File: src/hdl/sfr_pkg.sv
// Shared types, constants and the CRC-8 byte update for the serial frame receiver.
// No dependencies; imported by every module of the block.
package sfr_pkg;

  localparam logic [7:0]  HDR_BYTE       = 8'hFE;
  localparam logic [7:0]  FTR_BYTE       = 8'hFF;
  localparam logic [7:0]  CRC_POLY       = 8'h31;
  localparam logic [7:0]  CRC_INIT       = 8'hFF;
  localparam logic [15:0] FRAME_OVERHEAD = 16'd9;
  localparam logic [15:0] CNT_MAX        = 16'hFFFF;
  localparam logic [15:0] CNT_HDR        = 16'd1;
  localparam logic [15:0] CNT_SIZE_HI    = 16'd3;
  localparam logic [15:0] CNT_ELEM_HI    = 16'd6;

  localparam int TDATA_W = 88;

  typedef enum logic [2:0] {
    PH_HEADER = 3'd0,
    PH_SEQ    = 3'd1,
    PH_SIZE   = 3'd2,
    PH_CMD    = 3'd3,
    PH_ELEM   = 3'd4,
    PH_DATA   = 3'd5,
    PH_CRC    = 3'd6,
    PH_FOOTER = 3'd7
  } phase_t;

  typedef struct packed {
    logic        is_end;
    logic [7:0]  payload_byte;
    logic [15:0] payload_index;
    logic [7:0]  sequence_number;
    logic [7:0]  command_code;
    logic [15:0] element_number;
    logic [15:0] payload_length;
    logic [7:0]  received_check;
    logic        check_ok;
    logic        length_ok;
  } sfr_result_t;

  function automatic logic [7:0] crc8_update(input logic [7:0] crc, input logic [7:0] b);
    logic [7:0] c;
    c = crc ^ b;
    for (int k = 0; k < 8; k++) begin
      if (c[7]) begin
        c = {c[6:0], 1'b0} ^ CRC_POLY;
      end else begin
        c = {c[6:0], 1'b0};
      end
    end
    return c;
  endfunction

endpackage

File: src/hdl/sfr_deframer.sv
// Frame parser: phase state machine, frame fields, running CRC and byte count.
// Depends on sfr_pkg. Produces at most one result per byte, combinationally.
module sfr_deframer
  import sfr_pkg::*;
(
  input  logic        clk,
  input  logic        rst_n,
  input  logic        fire,
  input  logic [7:0]  rx_byte,
  output logic        res_valid,
  output sfr_result_t res
);

  phase_t      phase_r, phase_nxt;
  logic [7:0]  seq_r, seq_nxt;
  logic [15:0] declared_size_r, declared_size_nxt;
  logic [7:0]  cmd_r, cmd_nxt;
  logic [15:0] elem_r, elem_nxt;
  logic [15:0] payload_left_r, payload_left_nxt;
  logic [15:0] pay_idx_r, pay_idx_nxt;
  logic [7:0]  crc_r, crc_nxt;
  logic [15:0] frame_bytes_r, frame_bytes_nxt;
  logic [7:0]  crc_byte_r, crc_byte_nxt;

  logic [15:0] fb_inc;
  logic [15:0] plen;
  logic [7:0]  crc_upd;

  assign fb_inc  = (frame_bytes_r != CNT_MAX) ? frame_bytes_r + 16'd1 : frame_bytes_r;
  assign plen    = (declared_size_r >= FRAME_OVERHEAD) ? declared_size_r - FRAME_OVERHEAD
                                                      : 16'd0;
  assign crc_upd = crc8_update(crc_r, rx_byte);

  always_comb begin
    phase_nxt = phase_r;
    unique case (phase_r)
      PH_HEADER: if (rx_byte == HDR_BYTE) phase_nxt = PH_SEQ;
      PH_SEQ:    phase_nxt = PH_SIZE;
      PH_SIZE:   if (fb_inc != CNT_SIZE_HI) phase_nxt = PH_CMD;
      PH_CMD:    phase_nxt = PH_ELEM;
      PH_ELEM:   if (fb_inc != CNT_ELEM_HI) phase_nxt = (plen != 16'd0) ? PH_DATA : PH_CRC;
      PH_DATA:   if (payload_left_r == 16'd1) phase_nxt = PH_CRC;
      PH_CRC:    phase_nxt = PH_FOOTER;
      PH_FOOTER: if (rx_byte == FTR_BYTE) phase_nxt = PH_HEADER;
      default:   phase_nxt = PH_HEADER;
    endcase
  end

  always_comb begin
    seq_nxt           = seq_r;
    declared_size_nxt = declared_size_r;
    cmd_nxt           = cmd_r;
    elem_nxt          = elem_r;
    payload_left_nxt  = payload_left_r;
    pay_idx_nxt       = pay_idx_r;
    crc_nxt           = crc_r;
    frame_bytes_nxt   = (phase_r == PH_HEADER) ? frame_bytes_r : fb_inc;
    crc_byte_nxt      = crc_byte_r;
    res_valid         = 1'b0;

    res.is_end          = 1'b0;
    res.payload_byte    = 8'd0;
    res.payload_index   = 16'd0;
    res.sequence_number = seq_r;
    res.command_code    = cmd_r;
    res.element_number  = elem_r;
    res.payload_length  = plen;
    res.received_check  = 8'd0;
    res.check_ok        = 1'b0;
    res.length_ok       = 1'b0;

    unique case (phase_r)
      PH_HEADER: begin
        if (rx_byte == HDR_BYTE) begin
          seq_nxt           = 8'd0;
          declared_size_nxt = 16'd0;
          cmd_nxt           = 8'd0;
          elem_nxt          = 16'd0;
          payload_left_nxt  = 16'd0;
          pay_idx_nxt       = 16'd0;
          crc_nxt           = CRC_INIT;
          frame_bytes_nxt   = CNT_HDR;
          crc_byte_nxt      = 8'd0;
        end
      end
      PH_SEQ: seq_nxt = rx_byte;
      PH_SIZE: begin
        if (fb_inc == CNT_SIZE_HI) begin
          declared_size_nxt = {rx_byte, 8'd0};
        end else begin
          declared_size_nxt = {declared_size_r[15:8], rx_byte};
          crc_nxt           = crc_upd;
        end
      end
      PH_CMD: begin
        cmd_nxt = rx_byte;
        crc_nxt = crc_upd;
      end
      PH_ELEM: begin
        crc_nxt = crc_upd;
        if (fb_inc == CNT_ELEM_HI) begin
          elem_nxt = {rx_byte, 8'd0};
        end else begin
          elem_nxt         = {elem_r[15:8], rx_byte};
          payload_left_nxt = plen;
          pay_idx_nxt      = 16'd0;
        end
      end
      PH_DATA: begin
        crc_nxt           = crc_upd;
        payload_left_nxt  = payload_left_r - 16'd1;
        pay_idx_nxt       = pay_idx_r + 16'd1;
        res_valid         = 1'b1;
        res.payload_byte  = rx_byte;
        res.payload_index = pay_idx_r;
      end
      PH_CRC: crc_byte_nxt = rx_byte;
      PH_FOOTER: begin
        if (rx_byte == FTR_BYTE) begin
          res_valid          = 1'b1;
          res.is_end         = 1'b1;
          res.received_check = crc_byte_r;
          res.check_ok       = (crc_r == crc_byte_r);
          res.length_ok      = (declared_size_r >= FRAME_OVERHEAD) &&
                               (fb_inc == declared_size_r);
        end
      end
      default: ;
    endcase
  end

  always_ff @(posedge clk) begin
    if (!rst_n) begin
      phase_r         <= PH_HEADER;
      seq_r           <= 8'd0;
      declared_size_r <= 16'd0;
      cmd_r           <= 8'd0;
      elem_r          <= 16'd0;
      payload_left_r  <= 16'd0;
      pay_idx_r       <= 16'd0;
      crc_r           <= CRC_INIT;
      frame_bytes_r   <= 16'd0;
      crc_byte_r      <= 8'd0;
    end else if (fire) begin
      phase_r         <= phase_nxt;
      seq_r           <= seq_nxt;
      declared_size_r <= declared_size_nxt;
      cmd_r           <= cmd_nxt;
      elem_r          <= elem_nxt;
      payload_left_r  <= payload_left_nxt;
      pay_idx_r       <= pay_idx_nxt;
      crc_r           <= crc_nxt;
      frame_bytes_r   <= frame_bytes_nxt;
      crc_byte_r      <= crc_byte_nxt;
    end
  end

`ifndef SYNTH
  a_data_left: assert property (@(posedge clk) disable iff (!rst_n)
    phase_r == PH_DATA |-> payload_left_r != 16'd0)
    else $error("payload phase with nothing left");

  a_count_live: assert property (@(posedge clk) disable iff (!rst_n)
    phase_r != PH_HEADER |-> frame_bytes_r != 16'd0)
    else $error("frame byte count zero inside frame");

  a_hdr_start: assert property (@(posedge clk) disable iff (!rst_n)
    fire && phase_r == PH_HEADER && rx_byte == HDR_BYTE
    |=> phase_r == PH_SEQ && frame_bytes_r == CNT_HDR && crc_r == CRC_INIT)
    else $error("header did not start a frame");
`endif

endmodule

File: src/hdl/sfr_out_stage.sv
// Result register between the parser and the output stream.
// Depends on sfr_pkg; holds one result until the consumer takes it.
module sfr_out_stage
  import sfr_pkg::*;
(
  input  logic        clk,
  input  logic        rst_n,
  input  logic        load,
  input  sfr_result_t res,
  input  logic        take,
  output logic        space,
  output logic        valid,
  output sfr_result_t data
);

  logic        valid_r, valid_nxt;
  sfr_result_t data_r;

  assign space = !valid_r || take;

  always_comb begin
    valid_nxt = valid_r;
    if (load) begin
      valid_nxt = 1'b1;
    end else if (take) begin
      valid_nxt = 1'b0;
    end
  end

  always_ff @(posedge clk) begin
    if (!rst_n) begin
      valid_r <= 1'b0;
    end else begin
      valid_r <= valid_nxt;
    end
  end

  always_ff @(posedge clk) begin
    if (load) begin
      data_r <= res;
    end
  end

  assign valid = valid_r;
  assign data  = data_r;

`ifndef SYNTH
  a_load_space: assert property (@(posedge clk) disable iff (!rst_n)
    load |-> space)
    else $error("result loaded over an untaken result");

  a_load_shows: assert property (@(posedge clk) disable iff (!rst_n)
    load |=> valid_r)
    else $error("loaded result not presented");

  a_idle_drop: assert property (@(posedge clk) disable iff (!rst_n)
    valid_r && take && !load |=> !valid_r)
    else $error("taken result not dropped");
`endif

endmodule

File: src/hdl/serial_frame_receiver_crc8_top.sv
// Serial frame receiver top: input register, frame parser and result register.
// Depends on sfr_pkg, sfr_deframer and sfr_out_stage.
//
//  channel | dir | handshake            | payload
//  in_     | in  | in_tvalid/in_tready  | in_tdata[7:0] rx_byte
//  out_    | out | out_tvalid/out_tready| out_tdata, out_tuser is_end, out_tlast last
//
// One byte per cycle sustained while the output does not stall; a byte is held in
// the input register until it is parsed, and its result is presented from the next edge on.
// Throughput is set by the combinational CRC-8 byte update in the parser.
// Synchronous active-low reset returns the parser to header search.
// A stalled output blocks only bytes that produce a result; others pass.
module serial_frame_receiver_crc8_top
  import sfr_pkg::*;
(
  input  logic               clk,
  input  logic               rst_n,
  input  logic               in_tvalid,
  output logic               in_tready,
  input  logic [7:0]         in_tdata,   // [7:0] rx_byte
  output logic               out_tvalid,
  input  logic               out_tready,
  // [7:0] payload_byte, [23:8] payload_index, [31:24] sequence_number,
  // [39:32] command_code, [55:40] element_number, [71:56] payload_length,
  // [79:72] received_check, [80] check_ok, [81] length_ok, [87:82] zero
  output logic [TDATA_W-1:0] out_tdata,
  output logic               out_tuser,  // [0] is_end
  output logic               out_tlast
);

  logic        in_valid_r, in_valid_nxt;
  logic [7:0]  in_byte_r;
  logic        res_valid;
  sfr_result_t res;
  logic        space;
  logic        advance;
  logic        load;
  sfr_result_t out_res;

  assign advance   = in_valid_r && (!res_valid || space);
  assign load      = advance && res_valid;
  assign in_tready = !in_valid_r || advance;

  always_comb begin
    in_valid_nxt = in_valid_r;
    if (in_tvalid && in_tready) begin
      in_valid_nxt = 1'b1;
    end else if (advance) begin
      in_valid_nxt = 1'b0;
    end
  end

  always_ff @(posedge clk) begin
    if (!rst_n) begin
      in_valid_r <= 1'b0;
    end else begin
      in_valid_r <= in_valid_nxt;
    end
  end

  always_ff @(posedge clk) begin
    if (in_tvalid && in_tready) begin
      in_byte_r <= in_tdata;
    end
  end

  sfr_deframer u_deframer (
    .clk       (clk),
    .rst_n     (rst_n),
    .fire      (advance),
    .rx_byte   (in_byte_r),
    .res_valid (res_valid),
    .res       (res)
  );

  sfr_out_stage u_out_stage (
    .clk   (clk),
    .rst_n (rst_n),
    .load  (load),
    .res   (res),
    .take  (out_tready),
    .space (space),
    .valid (out_tvalid),
    .data  (out_res)
  );

  assign out_tdata = {6'd0,
                      out_res.length_ok,
                      out_res.check_ok,
                      out_res.received_check,
                      out_res.payload_length,
                      out_res.element_number,
                      out_res.command_code,
                      out_res.sequence_number,
                      out_res.payload_index,
                      out_res.payload_byte};
  assign out_tuser = out_res.is_end;
  assign out_tlast = out_res.is_end;

`ifndef SYNTH
  a_hold_byte: assert property (@(posedge clk) disable iff (!rst_n)
    in_valid_r && !advance |=> in_valid_r && $stable(in_byte_r))
    else $error("held input byte lost");

  a_pay_flags: assert property (@(posedge clk) disable iff (!rst_n)
    out_tvalid && !out_tuser |-> out_tdata[81:72] == 10'd0)
    else $error("payload result carries summary fields");

  a_sum_zero: assert property (@(posedge clk) disable iff (!rst_n)
    out_tvalid && out_tuser |-> out_tdata[23:0] == 24'd0)
    else $error("summary carries payload fields");
`endif

endmodule
File: config.mk
export PLATFORM = sky130hd
export DESIGN_NAME = serial_frame_receiver_crc8_top
export DESIGN_NICKNAME = d
export VERILOG_FILES = /design/src/hdl/sfr_pkg.sv /design/src/hdl/sfr_deframer.sv /design/src/hdl/sfr_out_stage.sv /design/src/hdl/serial_frame_receiver_crc8_top.sv
export SDC_FILE = /design/constraint.sdc
export NUM_CORES = 1
export LEC_CHECK = 0
export BUFFER_PORTS_ARGS = -buffer_cell sky130_fd_sc_hd__buf_2
export CAP_MARGIN = 20
export CORE_UTILIZATION = 45
export CTS_CLUSTER_SIZE = 20
export DETAILED_ROUTE_END_ITERATION = 12
export PLACE_DENSITY_LB_ADDON = 0.2
export SLEW_MARGIN = 20
export SYNTH_ARGS = -nofsm -noshare
export SYNTH_HDL_FRONTEND = slang
export SYNTH_SLANG_ARGS = --single-unit
File: constraint.sdc
create_clock -name clk -period 16.6 [get_ports clk]
set_clock_uncertainty 0.2 [all_clocks]
set_input_delay 2.49 -clock clk [delete_from_list [all_inputs] [get_ports clk]]
set_output_delay 2.49 -clock clk [all_outputs]
set_load 0.005 [all_outputs]
Word level (Yosys, flattened, before mapping)
Cells that the tools add are included.
{"block": "op_classes", "n_lt_le_gt_ge": 1, "n_bitwise": 9, "n_mux": 42, "n_addsub": 4, "n_reduce_logical": 33, "eq_ne": 26}
{"operator": "$mux W16", "count": 10}
{"operator": "$pmux W16 S3", "count": 2}
{"operator": "$pmux W16 S2", "count": 2}
{"operator": "$mux W6", "count": 8}
{"operator": "$pmux W8 S2", "count": 3}
{"operator": "$add A16 B1 Y16 const B", "count": 2}
{"operator": "$mux W8", "count": 3}
{"operator": "$not A3 Y3", "count": 8}
{"operator": "$pmux W3 S8", "count": 1}
{"operator": "$pmux W8 S3", "count": 1}
{"operator": "$eq A16 B1 Y1 const B", "count": 1}
{"operator": "$eq A16 B16 Y1", "count": 1}
{"operator": "$eq A16 B2 Y1 const B", "count": 1}
{"operator": "$eq A16 B3 Y1 const B", "count": 1}
{"operator": "$eq A8 B8 Y1 const B", "count": 2}
{"operator": "$ge A16 B4 Y1 const B", "count": 1}
{"operator": "$ne A16 B16 Y1 const B", "count": 1}
{"operator": "$ne A16 B2 Y1 const B", "count": 1}
{"operator": "$ne A16 B3 Y1 const B", "count": 1}
{"operator": "$reduce_and A4 Y1", "count": 4}
{"operator": "$reduce_bool A16 Y1", "count": 1}
{"operator": "$sub A16 B1 Y16 const B", "count": 1}
{"operator": "$sub A16 B4 Y16 const B", "count": 1}
{"operator": "$mux W3", "count": 5}
{"operator": "20 further kinds", "count": 53}
{"block": "word_totals", "word_cells": 140, "output_inout_bits": 92, "inputBits": 12, "reg_bits": 208}

Depth between registers and ports, before layout
{"block": "depth", "depth_word": 19, "depth_mapped": 13}

By module
A second synthesis with hierarchy kept.
{"block": "unflattened", "hier_cells": 1056, "hier_area_um2": 10194.8}
{"module": "sfr_deframer", "seq_area_each_um2": 2302.2, "cells_each": 945, "n_inst": 1, "area_per_inst_um2": 7274.5}
{"module": "sfr_out_stage", "seq_area_each_um2": 2512.4, "cells_each": 87, "n_inst": 1, "area_per_inst_um2": 2541.2}
{"module": "serial_frame_receiver_crc8_top", "seq_area_each_um2": 260.2, "cells_each": 24, "n_inst": 1, "area_per_inst_um2": 379.1}

Worst setup path before layout
No wires, ideal clock.
{"block": "synth_path", "path_type": "in2reg", "from": "in out_tready", "to": "reg u_out_stage.data_r, in the netlist u_out_stage.data[0] (enable)", "required_ps": 15874, "path_slack_ps": 9859, "arrival_time_ps": 6015, "n_path_buf": 0, "cell_stages": 2, "path_cell_list": "nor2b_1 nor2_1"}
{"block": "synth_between", "elab_chain_len": 4}
{"element": "from (decl)", "line_no": "serial_frame_receiver_crc8_top.sv:22", "source": "input logic out_tready,"}
{"element": "$logic_or A1 B1 Y1", "line_no": "sfr_out_stage.sv:19", "source": "assign space = !valid_r || take;"}
{"element": "$logic_or A1 B1 Y1", "line_no": "serial_frame_receiver_crc8_top.sv:40", "source": "assign advance = in_valid_r && (!res_valid || space);"}
{"element": "$logic_and A1 B1 Y1", "line_no": "serial_frame_receiver_crc8_top.sv:40"}
{"element": "$logic_and A1 B1 Y1", "line_no": "serial_frame_receiver_crc8_top.sv:41", "source": "assign load = advance && res_valid;"}
{"element": "net load", "line_no": "serial_frame_receiver_crc8_top.sv:37", "source": "logic load;"}
{"element": "to (signal assigned)", "line_no": "sfr_out_stage.sv:40", "source": "data_r <= res;"}
{"element": "to (decl)", "line_no": "sfr_out_stage.sv:17", "source": "sfr_result_t data_r;"}
The timed path passes the listed nets, and every way through them passes these cells.
A chain may end at the register's enable or synchronous reset.

Worst setup path after layout
{"block": "layout_path", "from": "in out_tready", "to": "out in_tready"}
{"block": "layout_between", "elab_chain_len": 4}
{"element": "$logic_or A1 B1 Y1", "line_no": "sfr_out_stage.sv:19"}
{"element": "$logic_or A1 B1 Y1", "line_no": "serial_frame_receiver_crc8_top.sv:40"}
{"element": "$logic_and A1 B1 Y1", "line_no": "serial_frame_receiver_crc8_top.sv:40"}
{"element": "$logic_or A1 B1 Y1", "line_no": "serial_frame_receiver_crc8_top.sv:42", "source": "assign in_tready = !in_valid_r || advance;"}
{"element": "to (decl)", "line_no": "serial_frame_receiver_crc8_top.sv:19", "source": "output logic in_tready,"}
Every way passes these cells.

==> impl_metrics.prom <==
# TYPE chip_impl_metric gauge
chip_impl_metric{name="postSynthRegisterBits",unit=""} 208
chip_impl_metric{name="syn2layout_area_growth",unit="%"} 13.0
chip_impl_metric{name="finalMaxSlewViolations",unit=""} 0
chip_impl_metric{name="route.antenna.remaining_nets",unit=""} 0
chip_impl_metric{name="synth_cell_type_count",unit=""} 80
chip_impl_metric{name="globalRoute.totalOverflow",unit=""} 0
chip_impl_metric{name="wl",unit="um"} 23800
chip_impl_metric{name="cts_inserted_buffers",unit=""} 23
chip_impl_metric{name="via_density_per_instance",unit=""} 5.57
chip_impl_metric{name="tns",unit="ns"} 0
chip_impl_metric{name="p_per_area",unit="nW/um2"} 96.0
chip_impl_metric{name="cts_resized",unit=""} 0
chip_impl_metric{name="num_antenna_cells",unit=""} 0
chip_impl_metric{name="holdBufCountCts",unit=""} 0
chip_impl_info{name="clockRootBuffer",value="sky130_fd_sc_hd__clkbuf_16"} 1
chip_impl_metric{name="grt_pass1_wl",unit="um"} 38000
chip_impl_metric{name="n_fill_cell",unit=""} 1940
chip_impl_metric{name="async_sr_flop_fraction",unit=""} 0
chip_impl_metric{name="nets",unit=""} 1064
chip_impl_metric{name="slew_headroom",unit=""} 0.345
chip_impl_metric{name="dr.first_iter.drc_count",unit=""} 502
chip_impl_metric{name="wl_per_cell",unit="um"} 17.8
chip_impl_metric{name="timing.reg2reg.worst_path_depth",unit=""} 9
chip_impl_metric{name="hpwlAfterDp",unit="um"} 15800
chip_impl_metric{name="number_of_maximum_capacitance_violations",unit=""} 0
chip_impl_metric{name="clock-sinks",unit=""} 208
chip_impl_info{name="synth_ff_type",value="sky130_fd_sc_hd__dfxtp_1"} 1
chip_impl_metric{name="clockBufferDepth",unit=""} 3
chip_impl_metric{name="clk_pin_slew_worst_paths",unit="ns"} 0.06
chip_impl_info{name="hold_wc_path_type",value="register to register"} 1
chip_impl_info{name="cts_tree",value="built"} 1
chip_impl_info{name="rsz0062_at_grt",value="false"} 1
chip_impl_metric{name="cp_max_fo",unit=""} 3
chip_impl_metric{name="synth-warning-count",unit=""} 0
chip_impl_metric{name="netlist_instances",unit=""} 988
chip_impl_metric{name="synth-edff-count",unit=""} 91
chip_impl_metric{name="first_global_vias",unit=""} 7098
chip_impl_metric{name="design.die.area",unit="um2"} 22600
chip_impl_metric{name="floorplan.rows",unit=""} 53
chip_impl_metric{name="layout-drive-gt1-share",unit=""} 0.152
chip_impl_metric{name="mean_instance_size_in_the_synthesized_netlist",unit="um2"} 10.0
chip_impl_info{name="worst_setup_path_startpoint",value="out_tready"} 1
chip_impl_metric{name="initial_utilization",unit=""} 0.466
chip_impl_metric{name="hold_viol_final",unit=""} 0
chip_impl_metric{name="vdd_ir_drop_max",unit="mV"} 0.0767
chip_impl_metric{name="yosys.area.top_type_share",unit=""} 0.276
chip_impl_info{name="rr_startpoint",value="u_deframer.frame_bytes_r[0]"} 1
chip_impl_metric{name="floorplan.core_area",unit="um2"} 21300
chip_impl_info{name="ws_path_type",value="input pin to output pin"} 1
chip_impl_metric{name="cts_setup_buffers",unit=""} 0
chip_impl_metric{name="r2r_slack",unit="ns"} 12.08
chip_impl_metric{name="detailed_route_drc_error_count",unit=""} 0
chip_impl_info{name="layout.cells.most_common_list",value="sky130_fd_sc_hd__dfxtp_1 (117), sky130_fd_sc_hd__buf_2 (97), sky130_fd_sc_hd__nand2_1 (93), sky130_fd_sc_hd__edfxtp_1 (91), sky130_fd_sc_hd__nor2_1 (69)"} 1
chip_impl_metric{name="die_y",unit="um"} 150
chip_impl_metric{name="maximum_number_of_pins_on_one_net_before_global_route_repair",unit=""} 95
chip_impl_metric{name="post_synth_instance_area",unit="um2"} 9920
chip_impl_info{name="regToRegEndpoint",value="u_deframer.pay_idx_r[5]"} 1
chip_impl_info{name="post_synth_main_area_contributors",value="sky130_fd_sc_hd__edfxtp_1 (28%), sky130_fd_sc_hd__dfxtp_1 (24%), sky130_fd_sc_hd__xnor2_1 (5.1%)"} 1
chip_impl_metric{name="max_freq",unit="MHz"} 173
chip_impl_metric{name="required",unit="ns"} 13.91
chip_impl_metric{name="io_buffer_count",unit=""} 97
chip_impl_metric{name="synth-seq-area-share",unit=""} 0.512
chip_impl_metric{name="final_critical_delay_including_setup_and_external_delays",unit="ns"} 5.80
chip_impl_metric{name="insertion_delay",unit="ns"} 0.51
chip_impl_metric{name="grt_use_total",unit=""} 0.214
chip_impl_metric{name="htreeDepth",unit=""} 1
chip_impl_metric{name="top_level_ports",unit=""} 104
chip_impl_metric{name="finalCritPeriodShare",unit=""} 0.349
chip_impl_metric{name="worstMarginPinSlew",unit="ns"} 0.979
chip_impl_metric{name="drtPass1Iterations",unit=""} 6
chip_impl_metric{name="finalPower",unit="mW"} 1.08
chip_impl_info{name="crit_path_end",value="in_tready"} 1
chip_impl_metric{name="grt_antenna_before_repair",unit=""} 0
chip_impl_metric{name="gp_congestion",unit=""} 0.846
chip_impl_metric{name="worst_ep_arrival_time",unit="ns"} 3.11
chip_impl_info{name="synth.largest_area_cell",value="sky130_fd_sc_hd__edfxtp_1"} 1
chip_impl_metric{name="die-width",unit="um"} 150
chip_impl_info{name="cp-start-kind",value="input pin"} 1
chip_impl_metric{name="static-leakage-power",unit="nW"} 4.39
chip_impl_info{name="cp-end-kind",value="output pin"} 1
chip_impl_info{name="outcome",value="finished, final reports clean"} 1
chip_impl_info{name="layout.cells.most_common",value="sky130_fd_sc_hd__dfxtp_1"} 1
chip_impl_metric{name="worst_hold_path.num_cells",unit=""} 0
chip_impl_metric{name="via_count",unit=""} 7450
chip_impl_metric{name="finalSetupViolCount",unit=""} 0
==> flip-flops by register name (all words and copies together), names as in the netlist, 16 cells and up <==
| signal | flops |
|---|---|
| u_deframer.elem_r | 16 |
| u_out_stage.data | 83 |
| u_deframer.declared_size_r | 16 |
| u_deframer.frame_bytes_r | 16 |
| u_deframer.payload_left_r | 16 |
| u_deframer.pay_idx_r | 16 |
==> Yosys cell counts, types with 11 or more instances <==
library cell / count
sky130_fd_sc_hd__xor2_1: 19
sky130_fd_sc_hd__clkbuf_1: 35
sky130_fd_sc_hd__o21ai_0: 25
sky130_fd_sc_hd__a21oi_1: 41
sky130_fd_sc_hd__dfxtp_1: 117
sky130_fd_sc_hd__and2_1: 48
sky130_fd_sc_hd__nand4_1: 14
sky130_fd_sc_hd__edfxtp_1: 91
sky130_fd_sc_hd__or3_1: 14
sky130_fd_sc_hd__nand2_1: 93
sky130_fd_sc_hd__xnor2_1: 58
sky130_fd_sc_hd__a22o_1: 18
sky130_fd_sc_hd__nor2_1: 71
sky130_fd_sc_hd__nor3_1: 20
sky130_fd_sc_hd__a21boi_0: 11
sky130_fd_sc_hd__nor2b_1: 35
sky130_fd_sc_hd__inv_1: 18
sky130_fd_sc_hd__buf_4: 14
sky130_fd_sc_hd__a22oi_1: 22
sky130_fd_sc_hd__mux2i_1: 14
sky130_fd_sc_hd__nand3_1: 45
sky130_fd_sc_hd__buf_2: 20
==> worst max-delay path, cell delays in order <==
cell and delay (ns):
sky130_fd_sc_hd__buf_2 0.10, sky130_fd_sc_hd__nor2b_1 0.24, sky130_fd_sc_hd__nand2b_1 0.13, sky130_fd_sc_hd__buf_2 0.14
==> worst min path at each step <==
stage / start / end / slack, ns
finish: u_deframer.cmd_r[6] / u_out_stage.data[48] / 0.22
global route: u_deframer.cmd_r[7] / u_out_stage.data[49] / 0.25
CTS: u_deframer.cmd_r[6] / u_out_stage.data[48] / 0.22
detailed placement: u_deframer.elem_r[5] / u_out_stage.data[31] / 0.22
global placement: u_deframer.cmd_r[2] / u_out_stage.data[44] / 0.21
floorplan: u_deframer.elem_r[0] / u_out_stage.data[26] / 0.21
==> per-layer routing <==
metal	up-vias	global-route usage	share of wire	wire length, um
met5	-	0	0	0
met4	0	0.0535	0.021	489
met3	32	0.0306	0.048	1150
met2	196	0.356	0.47	11300
met1	3571	0.291	0.46	10900
li1	3651	-	-	-
==> layout make-up <==
class                   count  area, um2  area share
inverters                  19       71.3     0.00637
repair buffers            101        515      0.0460
well taps                 275        344      0.0307
flip-flops and latches    208       5070       0.453
clock inverters            11        134      0.0119
multi-input cells         693       4440       0.396
clock buffers              31        626      0.0558
==> where the power goes <==
part	internal, mW	total (mW)	switching (mW)
Sequential	0.532	0.541	0.00893
Combinational	0.00911	0.0207	0.0116
Clock	0.311	0.514	0.203
==> stage by stage <==
stage | cells | hold slack (ns) | worst slack, ns | instance area [um2] | util
after floorplan | 993 | 0.208 | 9.86 | 9930 | -
after global placement | 1296 | 0.214 | 10.85 | 10400 | 0.491
after detailed placement | 1296 | 0.216 | 10.82 | 10400 | 0.491
after CTS | 1338 | 0.224 | 10.81 | 11200 | 0.526
after global routing | 1338 | 0.246 | 10.75 | 11200 | 0.526
final | 1338 | 0.225 | 10.80 | 11200 | 0.526
==> logic make-up after synthesis <==
family          share of synthesized area
simple gates                        0.212
flops                               0.512
compound gates                      0.138
buf+inv                            0.0435
xor+xnor                           0.0680
mux                                0.0179
fa+ha+maj                         0.00757
other cells                      0.000378
No activity file was read; power rests on OpenSTA's default activity.
